### src/design/qypr_pkg.sv
// shared types and constants for the quaternion to yaw, pitch and roll core
// no dependencies
package qypr_pkg;

  localparam int IN_W   = 16;   // quaternion component, signed q2.14
  localparam int YAW_W  = 16;   // yaw result, signed q3.13
  localparam int PR_W   = 15;   // pitch and roll results, signed q2.13
  localparam int PROD_W = 32;   // product of two components
  localparam int G_W    = 33;   // gravity components
  localparam int OP_W   = 34;   // yaw operands and cordic operands
  localparam int SQ_W   = 64;   // sum of two squares
  localparam int ROOT_W = SQ_W / 2;

  localparam int CORDIC_STAGES = 16;
  localparam int ATAN_LEN      = 24;
  localparam int XW            = OP_W + 4;   // cordic x and y, room for gain
  localparam int ZW            = 36;         // angle accumulator, q.30 radians
  localparam int ANG_SHIFT     = 17;         // q.30 to q.13

  localparam int FRONT_LAT   = 4;
  localparam int FRONT_CNT_W = $clog2(FRONT_LAT + 1);
  localparam int Q_DEPTH     = 8;
  localparam int Q_PTR_W     = $clog2(Q_DEPTH);
  localparam int Q_CNT_W     = $clog2(Q_DEPTH + 1);

  localparam logic signed [YAW_W-1:0] PI_Q13      = YAW_W'(25736);
  localparam logic signed [YAW_W-1:0] HALF_PI_Q13 = YAW_W'(12868);
  localparam logic signed [OP_W-1:0]  ONE_Q28     = OP_W'(64'd268435456);
  localparam logic signed [ZW-1:0]    PI_Q30      = ZW'(64'd3373259426);
  localparam logic signed [ZW-1:0]    ROUND_BIAS  = ZW'(64'd65536);

  // atan(2^-i) in q.30, truncated except the first entry, which is rounded up
  localparam logic signed [ZW-1:0] ATAN_Q30 [ATAN_LEN] = '{
    ZW'(843314857), ZW'(497837829), ZW'(263043836), ZW'(133525158),
    ZW'(67021686),  ZW'(33543515),  ZW'(16775850),  ZW'(8388437),
    ZW'(4194282),   ZW'(2097149),   ZW'(1048575),   ZW'(524287),
    ZW'(262143),    ZW'(131071),    ZW'(65535),     ZW'(32767),
    ZW'(16383),     ZW'(8191),      ZW'(4095),      ZW'(2047),
    ZW'(1023),      ZW'(511),       ZW'(255),       ZW'(127)
  };

  // one classified item handed from the front to the back
  typedef struct packed {
    logic signed [OP_W-1:0] yaw_num;
    logic signed [OP_W-1:0] yaw_den;
    logic signed [G_W-1:0]  gx;
    logic signed [G_W-1:0]  gy;
    logic [SQ_W-1:0]        sum_p;
    logic [SQ_W-1:0]        sum_r;
  } qitem_t;

endpackage

### src/design/qypr_queue.sv
// short queue between the front and the back parts
// depends on qypr_pkg; flop storage, read data straight from the head entry
module qypr_queue import qypr_pkg::*; (
  input  logic               clk,
  input  logic               rst_n,
  input  logic               push,
  input  qitem_t             push_item,
  input  logic               pop,
  output qitem_t             head_item,
  output logic               not_empty,
  output logic [Q_CNT_W-1:0] count
);

  qitem_t               mem_r [Q_DEPTH];
  logic [Q_PTR_W-1:0]   wr_ptr_r, rd_ptr_r;
  logic [Q_CNT_W-1:0]   count_r;

  always_ff @(posedge clk) begin
    if (!rst_n) begin
      wr_ptr_r <= '0;
      rd_ptr_r <= '0;
      count_r  <= '0;
    end else begin
      if (push) begin
        wr_ptr_r <= wr_ptr_r + Q_PTR_W'(1);
      end
      if (pop) begin
        rd_ptr_r <= rd_ptr_r + Q_PTR_W'(1);
      end
      if (push && !pop) begin
        count_r <= count_r + Q_CNT_W'(1);
      end else if (pop && !push) begin
        count_r <= count_r - Q_CNT_W'(1);
      end
    end
  end

  always_ff @(posedge clk) begin
    if (push) begin
      mem_r[wr_ptr_r] <= push_item;
    end
  end

  assign head_item = mem_r[rd_ptr_r];
  assign not_empty = (count_r != '0);
  assign count     = count_r;

  a_cnt_bound: assert property (@(posedge clk) disable iff (!rst_n)
    count_r <= Q_CNT_W'(Q_DEPTH)) else $error("queue count beyond depth");

  a_no_overflow: assert property (@(posedge clk) disable iff (!rst_n)
    push |-> (count_r < Q_CNT_W'(Q_DEPTH))) else $error("push into full queue");

  a_no_underflow: assert property (@(posedge clk) disable iff (!rst_n)
    pop |-> (count_r != '0)) else $error("pop from empty queue");

endmodule

### config.mk
export PLATFORM = sky130hd
export DESIGN_NAME = qypr_queue
export DESIGN_NICKNAME = d
export VERILOG_FILES = /design/src/design/qypr_pkg.sv /design/src/design/qypr_queue.sv
export SDC_FILE = /design/constraint.sdc
export NUM_CORES = 1
export LEC_CHECK = 0
export BUFFER_PORTS_ARGS = -buffer_cell sky130_fd_sc_hd__buf_4
export CORE_MARGIN = 2
export CORE_UTILIZATION = 45
export DETAILED_ROUTE_END_ITERATION = 8
export HOLD_SLACK_MARGIN = 0.03
export PLACE_DENSITY = 0.66
export SYNTH_ARGS = -nofsm -noshare
export SYNTH_HDL_FRONTEND = slang
export SYNTH_SLANG_ARGS = --single-unit
### constraint.sdc
create_clock -name clk -period 20.3 [get_ports clk]
set_input_delay 3.045 -clock clk [delete_from_list [all_inputs] [get_ports clk]]
set_output_delay 3.045 -clock clk [all_outputs]
set_load 0.03 [all_outputs]
==> qor.yml <==
area_growth_pct: 17.0
cts_tree: "yes"
worstPathRequired_ns: 17.26
nets: 4016
path_buf_inv: 5
synth.distinct_cells: 26
viasPerCell: 5.50
cts_buffer_depth: 3
fp-row-count: 153
worst_pin_slew_ns: 1.18
yosysTopAreaCell: "edfxtp_1"
placed_cells: 5859
ios: 533
async_flop_share_pct: 0
drtPass1Iterations: 5
pwr-share-clk_pct: 38.7
drive_gt1_share_pct: 42.8
p_leak_nw: 29.3
period_minus_slack_ns: 9.15
path_delay_family: "buffers and inverters"
ant_nets: 0
drt_iter0_drc: 2447
skew_ns: 0.0525
cp_slowest_cell: "buf_4"
die_h_um: 424
slowest_delay_ns: 0.92
crit_path_frequent_cell: "buf_4"
die_area_um2: 179000
crit_path_start_kind: "flop"
instances_no_fill: 6260
dp_hpwl_um: 87600
ys_warn_count: 0
setup_viol: 0
grt_pass1_vias: 36200
grt_use_total_pct: 18.2
ctsResizeCount: 0
crit_fanout: 106
seq_area_frac_synth_pct: 79.8
synth-edff-count: 2096
syn_inst: 3095
power.internal_mw: 7.46
worstPathArrival_ns: 6.11
cts-hold-fix-buffers: 0
timing.reg2reg.setup_slack_ns: 15.93
vias: 34400
hold_violations: 0
p_per_area_nw_per_um2: 104
syn_avg_cell_area_um2: 25.6
post_drt_wl_per_cell_um: 26.2
yosys-top-cells-area: "edfxtp_1 (79%), mux4_2 (15%), mux2_2 (3.7%), buf_6 (0.57%), dfxtp_1 (0.33%)"
p_seq_share_pct: 51.1
final.setup.tns_ns: 0
grt_max_degree: 155
post-route-period-util_pct: 45.1
antenna_found_initial: 25
grt_pass1_wl_um: 241000
root_buffer: "clkbuf_16"
core-area_um2: 174000
yosysMostFrequentCell: "edfxtp_1"
clock-sinks: 2109
netlist_area_um2: 79200
max_freq_mhz: 109
hold_class: "flop to flop"
yosys.area.top_type_share_pct: 79.5
ir_worst_vdd_uv: 79.5
clk_pin_slew_worst_paths_ns: 0.06
slew_headroom_pct: 21.5
ys.flop_type: "edfxtp_1"
gp_congestion: 0.727
yosys-top-cells-count: "edfxtp_1 (2096), mux4_2 (524), mux2_2 (262), clkbuf_1 (58), buf_6 (40)"
power_switching_mw: 2.21
synth_nets: 3367
swShare_pct: 22.9
rsz0062_at_grt: "false"
cts_buffers: 208
routed_wl_um: 164000
drc: 0
maxSlewViolCount: 0
path_cells: "buf_4 -> buf_4 -> buf_4 -> buf_12 -> mux4_2 -> mux2_2 -> buf_4"
ys_ff_latch: 2109
crit_type: "flop to output pin"
cts-htree-levels: 4
pwr-share-comb_pct: 10.2
grt_overflow: 0
start_util_pct: 45.4
end_kind: "output pin"
maxCapViolCount: 0
dieWidth_um: 424
io_buffers: 532
status: "finished clean"
cts_setup_buffers: 0
clock_latency_ns: 0.85
[state kept, by name, indices dropped and copies added, names as in the netlist, named ones only]
register	cells
rd_ptr_r	3
mem_r	2096
count	4
wr_ptr_r	3
[metrics by stage]
step	power, mW	util, %	worst slack, ns	area (um^2)	hold slack [ns]
floorplan	5.70	-	5.38	79200	0.512
global route	9.99	53.1	10.42	92600	0.519
CTS	9.78	53.1	10.80	92600	0.509
global placement	6.02	49.2	11.81	85900	0.496
detailed placement	6.03	49.2	11.77	85900	0.501
finish	9.67	53.1	11.15	92600	0.505
[power groups by stage]
stage | registers, mW | clock network [mW] | logic (mW)
after floorplan | 5.06 | 0 | 0.640
after global placement | 5.03 | 0 | 0.995
after detailed placement | 5.03 | 0 | 1.00
after CTS | 4.94 | 3.84 | 1.01
after global routing | 4.95 | 4.00 | 1.04
final | 4.94 | 3.74 | 0.985
[metal layers]
layer | vias up | track usage (%) | share of wire (%)
met1 | 18600 | 23.6 | 41
li1 | 14700 | - | -
met3 | 274 | 4.30 | 5.9
met4 | 22 | 6.43 | 2.6
met5 | - | 0 | 0.076
met2 | 858 | 30.1 | 51
[logic make-up after synthesis]
family	share of synthesized area, %
flops	79.8
simple gates	0.201
compound gates	0.0300
mux	18.7
xor+xnor	0.0663
fa+ha+maj	0.104
buf+inv	1.13
[worst paths after layout]
| kind | startpoint | to | depth (start not counted) |
|---|---|---|---|
| worst min-delay path | count[3] | count[3] | 2 |
| worst max-delay path | flop | head_item[205] | 7 |
| worst max register to register | wr_ptr_r[0] | mem_r[7][170] | 5 |
| worst min register to register | count[3] | count[3] | 2 |
[worst reg2reg max path: stages (launching register included)]
cell and delay [ns]:
dfxtp_1 0.54, nand2_1 0.21, nor2_4 0.66, buf_4 0.81, buf_4 0.96, buf_4 0.75
[area by class of cell]
type	instances	area, um^2
Antenna cell	14	35.0
Clock buffer	245	5340
Clock inverter	142	1410
Fill cell	13200	81800
Inverter	2	7.51
Multi-Input combinational cell	837	15200
Sequential cell	2109	63200
Tap cell	2325	2910
Timing Repair Buffer	586	4550
[cell usage in the layout, fill, tap and decap left out, drive strengths merged, types with 8 or more instances in the layout]
| cell | count |
|---|---|
| clkinv | 107 |
| clkbuf | 245 |
| inv | 11 |
| buf | 586 |
| bufinv | 18 |
| diode | 14 |
| mux4 | 524 |
| clkinvlp | 8 |
| edfxtp | 2096 |
| mux2 | 262 |
| dfxtp | 13 |
(Power assumes the default switching activity.)
