===== src/design/qypr_pkg.sv =====
// shared types and constants for the quaternion to yaw, pitch and roll core
// no dependencies
package qypr_pkg;

  localparam int IN_W   = 16;   // quaternion component, signed q2.14
  localparam int YAW_W  = 16;   // yaw result, signed q3.13
  localparam int PR_W   = 15;   // pitch and roll results, signed q2.13
  localparam int PROD_W = 32;   // product of two components
  localparam int G_W    = 33;   // gravity components
  localparam int OP_W   = 34;   // yaw operands and cordic operands
  localparam int SQ_W   = 64;   // sum of two squares
  localparam int ROOT_W = SQ_W / 2;

  localparam int CORDIC_STAGES = 16;
  localparam int ATAN_LEN      = 24;
  localparam int XW            = OP_W + 4;   // cordic x and y, room for gain
  localparam int ZW            = 36;         // angle accumulator, q.30 radians
  localparam int ANG_SHIFT     = 17;         // q.30 to q.13

  localparam int FRONT_LAT   = 4;
  localparam int FRONT_CNT_W = $clog2(FRONT_LAT + 1);
  localparam int Q_DEPTH     = 8;
  localparam int Q_PTR_W     = $clog2(Q_DEPTH);
  localparam int Q_CNT_W     = $clog2(Q_DEPTH + 1);

  localparam logic signed [YAW_W-1:0] PI_Q13      = YAW_W'(25736);
  localparam logic signed [YAW_W-1:0] HALF_PI_Q13 = YAW_W'(12868);
  localparam logic signed [OP_W-1:0]  ONE_Q28     = OP_W'(64'd268435456);
  localparam logic signed [ZW-1:0]    PI_Q30      = ZW'(64'd3373259426);
  localparam logic signed [ZW-1:0]    ROUND_BIAS  = ZW'(64'd65536);

  // atan(2^-i) in q.30, truncated except the first entry, which is rounded up
  localparam logic signed [ZW-1:0] ATAN_Q30 [ATAN_LEN] = '{
    ZW'(843314857), ZW'(497837829), ZW'(263043836), ZW'(133525158),
    ZW'(67021686),  ZW'(33543515),  ZW'(16775850),  ZW'(8388437),
    ZW'(4194282),   ZW'(2097149),   ZW'(1048575),   ZW'(524287),
    ZW'(262143),    ZW'(131071),    ZW'(65535),     ZW'(32767),
    ZW'(16383),     ZW'(8191),      ZW'(4095),      ZW'(2047),
    ZW'(1023),      ZW'(511),       ZW'(255),       ZW'(127)
  };

  // one classified item handed from the front to the back
  typedef struct packed {
    logic signed [OP_W-1:0] yaw_num;
    logic signed [OP_W-1:0] yaw_den;
    logic signed [G_W-1:0]  gx;
    logic signed [G_W-1:0]  gy;
    logic [SQ_W-1:0]        sum_p;
    logic [SQ_W-1:0]        sum_r;
  } qitem_t;

endpackage


===== src/design/qypr_isqrt.sv =====
// pipelined floor integer square root, one root bit per stage
// depends on qypr_pkg; ROOT_W stages, all advance together on en
module qypr_isqrt import qypr_pkg::*; (
  input  logic              clk,
  input  logic              en,
  input  logic [SQ_W-1:0]   n,
  output logic [ROOT_W-1:0] root
);

  localparam int REM_W = ROOT_W + 2;
  localparam int TR_W  = REM_W + 2;

  logic [REM_W-1:0]  rem_r  [ROOT_W];
  logic [ROOT_W-1:0] root_r [ROOT_W];
  logic [SQ_W-1:0]   n_r    [ROOT_W];

  for (genvar s = 0; s < ROOT_W; s++) begin : g_stage
    logic [REM_W-1:0]  rem_in;
    logic [ROOT_W-1:0] root_in;
    logic [SQ_W-1:0]   n_in;
    logic [TR_W-1:0]   cur, trial;

    if (s == 0) begin : g_first
      assign rem_in  = '0;
      assign root_in = '0;
      assign n_in    = n;
    end else begin : g_next
      assign rem_in  = rem_r[s-1];
      assign root_in = root_r[s-1];
      assign n_in    = n_r[s-1];
    end

    // bring down the next pair of bits and try root*4+1
    assign cur   = {rem_in, n_in[SQ_W-1 -: 2]};
    assign trial = {2'b00, root_in, 2'b01};

    always_ff @(posedge clk) begin
      if (en) begin
        if (cur >= trial) begin
          rem_r[s]  <= REM_W'(cur - trial);
          root_r[s] <= {root_in[ROOT_W-2:0], 1'b1};
        end else begin
          rem_r[s]  <= cur[REM_W-1:0];
          root_r[s] <= {root_in[ROOT_W-2:0], 1'b0};
        end
        n_r[s] <= n_in << 2;
      end
    end
  end

  assign root = root_r[ROOT_W-1];

endmodule


===== config.mk =====
export PLATFORM = sky130hd
export DESIGN_NAME = qypr_isqrt
export DESIGN_NICKNAME = d
export VERILOG_FILES = /design/src/design/qypr_pkg.sv /design/src/design/qypr_isqrt.sv
export SDC_FILE = /design/constraint.sdc
export NUM_CORES = 2
export LEC_CHECK = 0
export ABC_AREA = 0
export BUFFER_PORTS_ARGS = -buffer_cell sky130_fd_sc_hd__buf_4
export CORE_MARGIN = 10
export CORE_UTILIZATION = 35
export CTS_CLUSTER_DIAMETER = 80
export DETAILED_ROUTE_END_ITERATION = 10
export HOLD_SLACK_MARGIN = 0.1
export PLACE_DENSITY = 0.46
export SYNTH_ARGS = -nofsm -noshare
export SYNTH_HDL_FRONTEND = slang
export SYNTH_MEMORY_MAX_BITS = 65536
export SYNTH_SLANG_ARGS = --single-unit

===== constraint.sdc =====
create_clock -name clk -period 4.6 [get_ports clk]
set_clock_uncertainty 0.2 [all_clocks]
set_input_delay 0.92 -clock clk [delete_from_list [all_inputs] [get_ports clk]]
set_output_delay 0.92 -clock clk [all_outputs]
set_load 0.005 [all_outputs]

==> results.toml <==
[logic_synthesis]
synth-seq-area-share_pct = 64.5
netlist_area_um2 = 117000
syn_inst = 9097
ys_seq_elements = 2523
syn-num-nets = 9726
avgSynthCellArea_um2 = 12.9
synth_cell_types = 95
synth-main-ff-cell = "edfxtp_1"
synth_edf_count = 2522
ys_warn_count = 0
async_flop_share_pct = 0

[cells_and_area]
layout_common_cells = "edfxtp_1 (2,522), nand2_1 (749), inv_1 (710)"
mostFrequentLayoutCell = "edfxtp_1"
post-route-util_pct = 40.4
area.growth.synth_to_final_pct = 14.7
fillers = 31164
fin_nets = 10116
layout-drive-gt1-share_pct = 8.20

[critical_path]
worst_setup_path_start_kind = "flip-flop"
critPathMaxStageDelay_ps = 680
crit_chain = "ha_1 -> o21a_1 -> o21a_1 -> o21ai_0 -> a21oi_1 -> o311ai_0 -> a21boi_0 -> o21ai_0 -> or3b_1 -> or4_1 -> xnor2_1"
crit_arrival_ps = 4670
end_kind = "flip-flop"
cp_max_fo = 6
crit_type = "flip-flop to flip-flop"
cp.required_ps = 5030
worst_path_max_delay_cell = "o311ai_0"

[detailed_routing]
routed_wl_mm = 260
viasPerCell = 4.96
first_pass_iters = 7
num_vias = 70105
wl_per_cell_um = 18.4
route.detailed.drc = 0
first_iter_violations = 5322
ant_nets = 0

[sta]
setup_tns_ps = 0
setup_viol = 0
period_share_pct = 92.3
rsz0062_at_grt = "false"
period_needed_ps = 4250
setup_ws_ps = 353
relSlewSlack_pct = 23.9
tightest_slew_ps = 1140
finalMaxSlewViolations = 0
fmax_ghz = 0.235
hold_viol_final = 0

[cts]
cts-root-buf = "clkbuf_16"
path_clk_slew_ps = 60
clkSinkCount = 2523
cts_resized = 0
cts_buffers = 303
ctsHtreeMaxLevel = 5
cts_tree = "built"
clockBufferDepth = 4
insertion_delay_ps = 920

[die]
start_util_pct = 35.2
die_h_um = 599
die-area_um2 = 359000
num_rows = 212
core_um2 = 334000
die_x_um = 599
io_pins = 98

[power]
vdd_drop_max_mv = 0.297
internal_power_uw = 49300
seqPwrFrac_pct = 45.4
pwr-share-clk_pct = 34.6
pwr-share-comb_pct = 20.0
p_sw_uw = 19600
sw_frac_of_total_pct = 28.5
p_leak_uw = 0.0509
power_density_nw_per_um2 = 512

[run_status]
status = "finished clean"

[job]
cap_violations = 0

[placement]
pre_cts_slack_ps = 360
io_buffers = 97
dp.final_hpwl_mm = 186
place_congestion = 0.835

[global_routing]
grt_pass1_vias = 70138
grt_max_degree = 192
antenna_found_initial = 8
grt_use_total_pct = 14.1
grt_pass1_wl_mm = 405
overflow = 0

[hold_path]
hp-class = "flip-flop to flip-flop"
[power by group through the flow]
| stage | combinational (uW) | sequential, uW | clock, uW |
|---|---|---|---|
| after CTS | 13900 | 31400 | 24800 |
| after detailed placement | 13800 | 31800 | 0 |
| after global routing | 15500 | 31600 | 25700 |
| after global placement | 13700 | 31800 | 0 |
| after floorplan | 10300 | 30800 | 0 |
| final | 13800 | 31300 | 23800 |
[cell type report]
cell class / instances / area [um^2] / area share (%)
flip-flops and latches: 2523 / 75800 / 56.2
multi-input cells: 5664 / 38300 / 28.4
clock buffers: 367 / 7990 / 5.93
well taps: 4387 / 5490 / 4.08
inverters: 710 / 2670 / 1.98
repair buffers: 285 / 2580 / 1.91
clock inverters: 176 / 1880 / 1.39
diodes: 9 / 22.5 / 0.0167
[Yosys cell counts (42+ instances only)]
| cell type | instances | area (um^2) |
|---|---|---|
| nand2b_1 | 115 | 719 |
| xor2_1 | 462 | 4050 |
| nand2_1 | 749 | 2810 |
| and3_1 | 51 | 319 |
| o21bai_1 | 57 | 428 |
| nor2b_1 | 95 | 594 |
| or3_1 | 99 | 619 |
| ha_1 | 563 | 7040 |
| and2_1 | 45 | 282 |
| nor4_1 | 115 | 719 |
| clkbuf_1 | 181 | 679 |
| or2_2 | 64 | 400 |
| a21o_1 | 284 | 2130 |
| o21a_1 | 100 | 751 |
| xnor2_1 | 385 | 3370 |
| or4_1 | 45 | 338 |
| inv_1 | 710 | 2670 |
| nor2_1 | 426 | 1600 |
| a31oi_1 | 42 | 263 |
| edfxtp_1 | 2522 | 75700 |
| o31ai_1 | 48 | 360 |
| nor3_1 | 232 | 1160 |
| a21oi_1 | 450 | 2250 |
| nand4_1 | 75 | 469 |
| nand3_1 | 141 | 706 |
| o21ai_0 | 594 | 2970 |
[metal layers]
| metal | GRT usage (%) | wire, um | vias up |
|---|---|---|---|
| li1 | - | - | 34378 |
| met5 | 0 | 9 | - |
| met4 | 4.49 | 8190 | 2 |
| met3 | 1.80 | 10100 | 471 |
| met1 | 18.4 | 115000 | 33913 |
| met2 | 24.2 | 127000 | 1341 |
[path summary, 6_finish.rpt]
| check | startpoint | endpoint | slack, ps | cells after the start |
|---|---|---|---|---|
| min reg2reg | n_r[1][104]$_DFFE_PP_ | n_r[1][168]$_DFFE_PP_ | 190 | 0 |
| max reg2reg | rem_r[1][68]$_DFFE_PP_ | rem_r[1][127]$_DFFE_PP_ | 350 | 11 |
| max | rem_r[1][68]$_DFFE_PP_ | rem_r[1][127]$_DFFE_PP_ | 350 | 11 |
| min | n_r[1][104]$_DFFE_PP_ | n_r[1][168]$_DFFE_PP_ | 190 | 0 |
[repair_timing]
item / CTS / global route
hold buffers: 62 / 0
hold endpoints to repair: 62 / 0
buffers inserted: 0 / 0
[state kept, by name, summed over array words and instances, names as in the netlist]
| signal | flops |
|---|---|
| n_r | 992 |
| root_r | 528 |
| rem_r | 1003 |
[cell families (layout without fill, tap and decap cells)]
kind of cell / count (synthesis) / count (layout) / synth area share (%)
AO/OA/AOI/OAI: 1817 / 1817 / 9.59
XOR/XNOR: 847 / 847 / 6.32
multiplexers: 50 / 50 / 0.462
AND/OR/NAND/NOR: 2387 / 2387 / 10.2
other: 0 / 9 / 0
adder cells (fa/ha/maj): 563 / 563 / 6.00
flip-flops: 2523 / 2523 / 64.5
buffers and inverters: 910 / 1538 / 2.93
[critical path: cells and delay by family, from the launching register on]
kind            cells  cell delay (ps)
compound gates      7             1980
xor+xnor            1              140
fa+ha+maj           1              360
flops               1              390
simple gates        2              930
[metrics by stage]
stage | hold slack [ps] | power, uW | area [um^2] | instances
after detailed placement | 205 | 45600 | 124000 | 13507
after CTS | 102 | 70100 | 135000 | 14112
after global routing | 150 | 72800 | 135000 | 14114
after floorplan | 200 | 41000 | 117000 | 9097
final | 187 | 68900 | 135000 | 14121
after global placement | 201 | 45500 | 124000 | 13507
(Power assumes the default switching activity.)
